## config.mk

```make
export PLATFORM = sky130hd
export DESIGN_NAME = sync_word_crc32_deframer
export DESIGN_NICKNAME = d
export VERILOG_FILES = /design/src/rtl/swcd_pkg.sv /design/src/rtl/swcd_in_stage.sv /design/src/rtl/swcd_core.sv /design/src/rtl/swcd_out_stage.sv /design/src/rtl/sync_word_crc32_deframer.sv
export SDC_FILE = /design/constraint.sdc
export NUM_CORES = 1
export LEC_CHECK = 0
export BUFFER_PORTS_ARGS = -buffer_cell sky130_fd_sc_hd__clkbuf_2
export CAP_MARGIN = 20
export CORE_MARGIN = 8
export CORE_UTILIZATION = 50
export DETAILED_ROUTE_END_ITERATION = 8
export PLACE_DENSITY = 0.73
export SKIP_CTS_REPAIR_TIMING = 1
export SLEW_MARGIN = 0
export SYNTH_ARGS = -nofsm -noshare
export SYNTH_HDL_FRONTEND = slang
export SYNTH_HIERARCHICAL = 1
export SYNTH_SLANG_ARGS = --single-unit
export TNS_END_PERCENT = 100
```

## constraint.sdc

```tcl
create_clock -name i_clk -period 2.1 [get_ports i_clk]
set_input_delay 0.21 -clock i_clk [delete_from_list [all_inputs] [get_ports i_clk]]
set_output_delay 0.21 -clock i_clk [all_outputs]
set_load 0.1 [all_outputs]
```

## src/rtl/swcd_pkg.sv

```systemverilog
`timescale 1ns / 1ps
// ----------------------------------------------------------------------------
// swcd_pkg
// Shared constants, types and the byte-wise CRC-32 update for the deframer.
// ----------------------------------------------------------------------------
package swcd_pkg;

    localparam int unsigned PACKET_BYTES_DEF = 64;
    localparam int unsigned INDEX_W          = 6;

    localparam logic [7:0]  SYNC0 = 8'hA1;
    localparam logic [7:0]  SYNC1 = 8'hA2;
    localparam logic [7:0]  SYNC2 = 8'hA3;
    localparam logic [7:0]  SYNC3 = 8'hA4;

    localparam logic [31:0] CRC_POLY = 32'hEDB88320;
    localparam logic [31:0] CRC_ONES = 32'hFFFFFFFF;

    typedef struct packed {
        logic [7:0]         out_byte;
        logic [INDEX_W-1:0] byte_index;
        logic               last_of_packet;
        logic               crc_good;
    } t_result;

    // Reflected CRC-32, one byte, LSB first.
    function automatic logic [31:0] crc_byte(input logic [31:0] crc, input logic [7:0] b);
        logic [31:0] c;
        c = crc ^ {24'd0, b};
        for (int k = 0; k < 8; k++) begin
            if (c[0]) begin
                c = (c >> 1) ^ CRC_POLY;
            end else begin
                c = c >> 1;
            end
        end
        return c;
    endfunction

    // Accumulator after the four header bytes.
    localparam logic [31:0] CRC_HDR =
        crc_byte(crc_byte(crc_byte(crc_byte(CRC_ONES, SYNC0), SYNC1), SYNC2), SYNC3);

endpackage

```

## src/rtl/swcd_in_stage.sv

```systemverilog
`timescale 1ns / 1ps
// ----------------------------------------------------------------------------
// swcd_in_stage
// Input register: holds one received byte until the core consumes it.
// ----------------------------------------------------------------------------
module swcd_in_stage (
    input  logic       i_clk,
    input  logic       i_rst_n,
    input  logic       i_in_valid,
    output logic       o_in_ready,
    input  logic [7:0] i_data_byte,
    input  logic       i_advance,
    output logic       o_valid,
    output logic [7:0] o_byte
);

    logic       r_valid;
    logic [7:0] r_byte;

    assign o_in_ready = !r_valid || i_advance;
    assign o_valid    = r_valid;
    assign o_byte     = r_byte;

    always_ff @(posedge i_clk) begin
        if (!i_rst_n) begin
            r_valid <= 1'b0;
        end else if (o_in_ready) begin
            r_valid <= i_in_valid;
        end
    end

    always_ff @(posedge i_clk) begin
        if (o_in_ready && i_in_valid) begin
            r_byte <= i_data_byte;
        end
    end

endmodule

```

## src/rtl/swcd_core.sv

```systemverilog
`timescale 1ns / 1ps
// ----------------------------------------------------------------------------
// swcd_core
// Header hunt, packet byte count, CRC accumulation and check.
// ----------------------------------------------------------------------------
module swcd_core
    import swcd_pkg::*;
#(
    parameter int unsigned PACKET_BYTES = PACKET_BYTES_DEF
) (
    input  logic       i_clk,
    input  logic       i_rst_n,
    input  logic       i_advance,
    input  logic [7:0] i_byte,
    output logic       o_res_valid,
    output t_result    o_res
);

    localparam int unsigned CNT_W =
        ($clog2(PACKET_BYTES) < INDEX_W) ? INDEX_W : $clog2(PACKET_BYTES);
    localparam logic [CNT_W-1:0] CRC_START = CNT_W'(PACKET_BYTES - 4);
    localparam logic [CNT_W-1:0] LAST_IDX  = CNT_W'(PACKET_BYTES - 1);
    localparam logic [CNT_W-1:0] FIRST_IDX = CNT_W'(4);

    logic [23:0]      r_win,   n_win;
    logic             r_inp,   n_inp;
    logic [CNT_W-1:0] r_cnt,   n_cnt;
    logic [31:0]      r_crc,   n_crc;
    logic [31:0]      r_rx,    n_rx;

    logic [31:0]      rx_next;
    logic             last;

    assign rx_next = {i_byte, r_rx[31:8]};
    assign last    = (r_cnt >= LAST_IDX);

    always_comb begin
        n_win       = r_win;
        n_inp       = r_inp;
        n_cnt       = r_cnt;
        n_crc       = r_crc;
        n_rx        = r_rx;
        o_res_valid = 1'b0;
        o_res.out_byte       = i_byte;
        o_res.byte_index     = r_cnt[INDEX_W-1:0];
        o_res.last_of_packet = last;
        o_res.crc_good       = 1'b0;
        if (!r_inp) begin
            if (r_win == {SYNC0, SYNC1, SYNC2} && i_byte == SYNC3) begin
                n_crc = CRC_HDR;
                n_rx  = 32'd0;
                n_cnt = FIRST_IDX;
                n_inp = 1'b1;
                n_win = 24'd0;
            end else begin
                n_win = {r_win[15:0], i_byte};
            end
        end else begin
            o_res_valid = 1'b1;
            if (r_cnt < CRC_START) begin
                n_crc = crc_byte(r_crc, i_byte);
            end else begin
                n_rx = rx_next;
            end
            if (last) begin
                o_res.crc_good = (rx_next == ~r_crc);
                n_win = 24'd0;
                n_inp = 1'b0;
                n_cnt = '0;
                n_crc = CRC_ONES;
                n_rx  = 32'd0;
            end else begin
                n_cnt = r_cnt + 1'b1;
            end
        end
    end

    always_ff @(posedge i_clk) begin
        if (!i_rst_n) begin
            r_win <= 24'd0;
            r_inp <= 1'b0;
            r_cnt <= '0;
            r_crc <= CRC_ONES;
            r_rx  <= 32'd0;
        end else if (i_advance) begin
            r_win <= n_win;
            r_inp <= n_inp;
            r_cnt <= n_cnt;
            r_crc <= n_crc;
            r_rx  <= n_rx;
        end
    end

endmodule

```

## src/rtl/swcd_out_stage.sv

```systemverilog
`timescale 1ns / 1ps
// ----------------------------------------------------------------------------
// swcd_out_stage
// Result register: holds one result request until the receiver takes it.
// ----------------------------------------------------------------------------
module swcd_out_stage
    import swcd_pkg::*;
(
    input  logic    i_clk,
    input  logic    i_rst_n,
    input  logic    i_load,
    input  t_result i_res,
    input  logic    i_out_ready,
    output logic    o_out_valid,
    output logic    o_free,
    output t_result o_res
);

    logic    r_valid;
    t_result r_res;

    assign o_free      = !r_valid || i_out_ready;
    assign o_out_valid = r_valid;
    assign o_res       = r_res;

    always_ff @(posedge i_clk) begin
        if (!i_rst_n) begin
            r_valid <= 1'b0;
        end else if (i_load) begin
            r_valid <= 1'b1;
        end else if (i_out_ready) begin
            r_valid <= 1'b0;
        end
    end

    always_ff @(posedge i_clk) begin
        if (i_load) begin
            r_res <= i_res;
        end
    end

endmodule

```

## src/rtl/sync_word_crc32_deframer.sv

```systemverilog
`timescale 1ns / 1ps
// ----------------------------------------------------------------------------
// sync_word_crc32_deframer
// Hunts a byte stream for the sync header A1 A2 A3 A4, then passes the rest
// of a PACKET_BYTES packet out byte by byte with its index. The last byte
// carries the check of the trailing little-endian CRC-32 over header and data.
//
// Input channel: i_data_byte with i_in_valid / o_in_ready.
// Output channel: o_out_byte, o_byte_index, o_last_of_packet, o_crc_good with
// o_out_valid / i_out_ready. Header and hunted bytes give no output request.
// A result passes through the input register, then the result register; the
// CRC byte update and header compare sit between the two registers.
// Throughput: one byte per cycle while the result register is free to take
// a new request, that is, while the receiver does not stall.
// When the receiver stalls, the result register holds its request and the
// input register keeps at most one more byte; once it is full, o_in_ready
// drops until the receiver takes the waiting request.
// Reset (synchronous, active low) empties both registers and restarts the
// hunt with a cleared window; the block is ready in the cycle after reset.
// ----------------------------------------------------------------------------
module sync_word_crc32_deframer
    import swcd_pkg::*;
#(
    parameter int unsigned PACKET_BYTES = PACKET_BYTES_DEF
) (
    input  logic               i_clk,
    input  logic               i_rst_n,
    input  logic               i_in_valid,
    output logic               o_in_ready,
    input  logic [7:0]         i_data_byte,
    output logic               o_out_valid,
    input  logic               i_out_ready,
    output logic [7:0]         o_out_byte,
    output logic [INDEX_W-1:0] o_byte_index,
    output logic               o_last_of_packet,
    output logic               o_crc_good
);

    logic       s_valid;
    logic [7:0] s_byte;
    logic       out_free;
    logic       advance;
    logic       res_valid;
    t_result    res;
    t_result    out_res;

    assign advance = s_valid && out_free;

    swcd_in_stage u_in (
        .i_clk       (i_clk),
        .i_rst_n     (i_rst_n),
        .i_in_valid  (i_in_valid),
        .o_in_ready  (o_in_ready),
        .i_data_byte (i_data_byte),
        .i_advance   (advance),
        .o_valid     (s_valid),
        .o_byte      (s_byte)
    );

    swcd_core #(
        .PACKET_BYTES (PACKET_BYTES)
    ) u_core (
        .i_clk       (i_clk),
        .i_rst_n     (i_rst_n),
        .i_advance   (advance),
        .i_byte      (s_byte),
        .o_res_valid (res_valid),
        .o_res       (res)
    );

    swcd_out_stage u_out (
        .i_clk       (i_clk),
        .i_rst_n     (i_rst_n),
        .i_load      (advance && res_valid),
        .i_res       (res),
        .i_out_ready (i_out_ready),
        .o_out_valid (o_out_valid),
        .o_free      (out_free),
        .o_res       (out_res)
    );

    assign o_out_byte       = out_res.out_byte;
    assign o_byte_index     = out_res.byte_index;
    assign o_last_of_packet = out_res.last_of_packet;
    assign o_crc_good       = out_res.crc_good;

endmodule

```

==> impl_metrics.yaml <==
clocking:
  clock-root-buffer: "clkbuf_8"
  cts_buffers: 17
  clkSinkCount: 113
  cts_tree: "built"
  clk_pin_slew_ps: 60
  htreeDepth: 4
  cts_buffer_depth: 2
  clock_latency_ps: 530
floorplanning:
  die-area_um2: 14600
  die_width_um: 121
  die_h_um: 121
  core_um2: 10800
  rows: 38
  initial_core_util_pct: 50.9
  pin_count: 30
layout:
  diodes: 0
  multiInputGateArea_um2: 2890
  drive_gt1_share_pct: 26.5
  fin_area_um2: 7110
  seqCellArea_um2: 2500
  finish.utilization_pct: 65.9
  fin_nets: 676
  syn_to_final_growth_pct: 29.4
  final-instance-count-excl-fill: 815
  fillers: 814
synth:
  syn_inst: 566
  synth_compound_area_share_pct: 14.4
  synth_top_family_by_area: "XOR/XNOR gates"
  synth_area_um2: 5500
  ys.warnings.count: 6
  ys.flop_type: "dfxtp_1"
  synth.yosys.seq_area_share_pct: 45.5
  async_reset_ff_share_pct: 0
  synth-simple-area-share_pct: 15.2
  synth_fa_ha_area_share_pct: 0.228
  synth.avg_cell_area_um2: 9.71
  synth-edff-count: 24
  synth.area.mux_share_pct: 0.182
  synth-seq-cells: 113
  ys_types: 51
  yosys.area_share.xor_xnor_pct: 20.1
  syn-num-nets: 579
pwr:
  ir_drop_uv: 595
  power.density_nw_per_um2: 829
  power_mw: 5.89
  p_leak_nw: 2.69
min_path:
  worstHoldPathType: "primary input to flop"
  whs_path_depth: 2
  whs_endpoint: "u_in/o_byte[2]$_DFFE_PP_"
  hp-start: "i_data_byte[2]"
sta:
  rsz0062_at_grt: "true"
  fin_tns_setup_ps: -145
  maxSlewHeadroom_pct: 60.0
  max_freq_mhz: 464
  fin_crit_ps: 2160
  finalHoldViolCount: 0
  worst_slack_ps: -55.7
  fin_crit_sh_pct: 103
  setup_violations: 4
  worst_pin_slew_ps: 596
  slew_violations: 0
  finalClockSkew_ps: 8.48
  holdWs_ps: 405
routing:
  dr_total_vias: 4665
  firstDrtPassIters: 4
  wl_per_cell_um: 20.1
  via_per_inst: 5.72
  drc: 0
  drtIter0Drc: 417
  ant_nets: 0
  wl_um: 16300
setup_path:
  worstRegToRegCells: 7
  timing.rr.start: "u_in/o_byte[0]$_DFFE_PP_"
  required_ps: 2490
  worstReg2RegEnd: "u_core/r_crc[23]$_SDFFE_PN1P_"
  worstSetupPathType: "flop to flop"
  cp_max_fo: 5
  r2r_slack_ps: -60
  critPathLaunchType: "flop"
  end_kind: "flop"
  cp.arrival_ps: 2540
placed_design:
  dp_hpwl_um: 10900
  postPlaceCellArea_um2: 6180
  place.gp.congestion: 0.999
  dpl_worst_slack_ps: -48.1
  dp_cells: 762
  place.port_buffers: 29
global_routing:
  antenna_found_initial: 0
  met2_usage_pct: 35.0
  grt_pass1_wl_um: 24600
  use_met1_pct: 27.4
  grt_usage_pct: 21.9
  grt_start_max_net_pins: 28
  busiest_layer: "met2"
  grt_pass1_vias: 4518
  overflow: 0
  grtUsageMet3_pct: 5.27
outcome:
  status: "finished, violations left"
  violations: "negative setup slack"
flow_run:
  maxCapViolCount: 0
-- report_power, final --
| part | switching (mW) | internal (mW) | leakage [nW] |
|---|---|---|---|
| logic | 0.337 | 0.345 | 1.43 |
| registers | 0.0207 | 2.24 | 0.962 |
| clock network | 1.02 | 1.93 | 0.296 |
| total | 1.38 | 4.52 | 2.69 |
-- worst max-delay path by stage --
stage / startpoint / to / slack [ps]
2_1_floorplan: u_in/o_byte[4]$_DFFE_PP_ / u_core/r_cnt[5]$_SDFFE_PN0P_ / -9
3_3_place_gp: u_in/o_byte[0]$_DFFE_PP_ / u_core/r_crc[22]$_SDFFE_PN1P_ / 40
3_5_place_dp: u_in/o_byte[6]$_DFFE_PP_ / u_core/r_cnt[3]$_SDFFE_PN0P_ / -50
4_1_cts: u_in/o_byte[0]$_DFFE_PP_ / u_core/r_crc[22]$_SDFFE_PN1P_ / -90
5_1_grt: u_in/o_byte[0]$_DFFE_PP_ / u_core/r_crc[23]$_SDFFE_PN1P_ / -110
6_report: u_in/o_byte[0]$_DFFE_PP_ / u_core/r_crc[23]$_SDFFE_PN1P_ / -60
-- synth_stat cells, types with 3 or more instances --
cell type  number  share of area [%]
nand4_1        10                1.1
xnor2_2         4                1.2
o21ai_0        20                1.8
xnor2_1        74                 12
and3_1          3               0.34
clkbuf_8        3               0.75
o21ai_1         3               0.27
xor2_1         14                2.2
nand3_1        18                1.6
nor4_1          9                1.0
nor2_1          9               0.61
xnor2_4         3                1.5
inv_1           6               0.41
nor4b_1         3               0.48
nand2_1       106                7.2
a211o_1         3               0.48
buf_4           9                1.2
clkbuf_1       29                2.0
a21oi_1        60                5.5
a221o_1         4               0.73
o2111ai_1      24                3.8
dfxtp_1        89                 32
o22ai_1         3               0.34
edfxtp_1       24                 13
-- layer usage --
metal	up-vias	part of all wire, %
met5	-	0
met4	0	3.7
met3	51	8.3
met2	222	49
met1	2212	39
li1	2180	-
-- layout by cell type, fill, tap and decap left out, types with 5 or more instances in the layout --
cell type      netlist  layout
a21oi_1             60      58
buf_4                9      71
buf_6                0       5
clkbuf_16            0      17
clkbuf_2             0      28
dfxtp_1             89      88
dlygate4sd3_1        0      11
edfxtp_1            24      24
inv_1                6       6
nand2_1            106     105
nand3_1             18      18
nand4_1             10      10
nor2_1               9       9
nor4_1               9       9
o2111ai_1           24      24
o21ai_0             20      17
o21ai_1              3       5
xnor2_1             74      68
xnor2_2              4       9
xor2_1              14      13
-- state kept, by name (all words and copies together), names as in the netlist --
name and count:
u_out/o_out_valid 1, u_core/r_inp 1, u_in/o_byte 8, u_core/r_rx 24, u_core/r_crc 32, u_out/o_res 16, u_core/r_win 24, u_core/r_cnt 6
u_in/o_valid 1
-- final cells by class --
| cell class | count | area share (%) |
|---|---|---|
| Multi-Input combinational cell | 405 | 40.6 |
| Clock buffer | 22 | 6.67 |
| Timing Repair Buffer | 119 | 12.9 |
| Tap cell | 140 | 2.46 |
| Clock inverter | 9 | 1.79 |
| Inverter | 7 | 0.369 |
| Sequential cell | 113 | 35.2 |
-- worst max-delay path, stage by stage (launching register included) --
cell      delay (ps)
edfxtp_1         440
buf_6            170
xnor2_4          320
xnor2_2          190
xor2_2           250
xnor3_1          360
o211ai_1         180
nand3_1          110
-- logic make-up (layout without fill, tap and decap cells) --
kind of cell | after synthesis | in the layout
multiplexers | 1 | 1
adder cells (fa/ha/maj) | 1 | 1
AO/OA/AOI/OAI | 126 | 126
XOR/XNOR | 103 | 103
buffers and inverters | 48 | 157
flip-flops | 113 | 113
AND/OR/NAND/NOR | 174 | 174
Note: power is estimated with default switching activity, not from simulation.
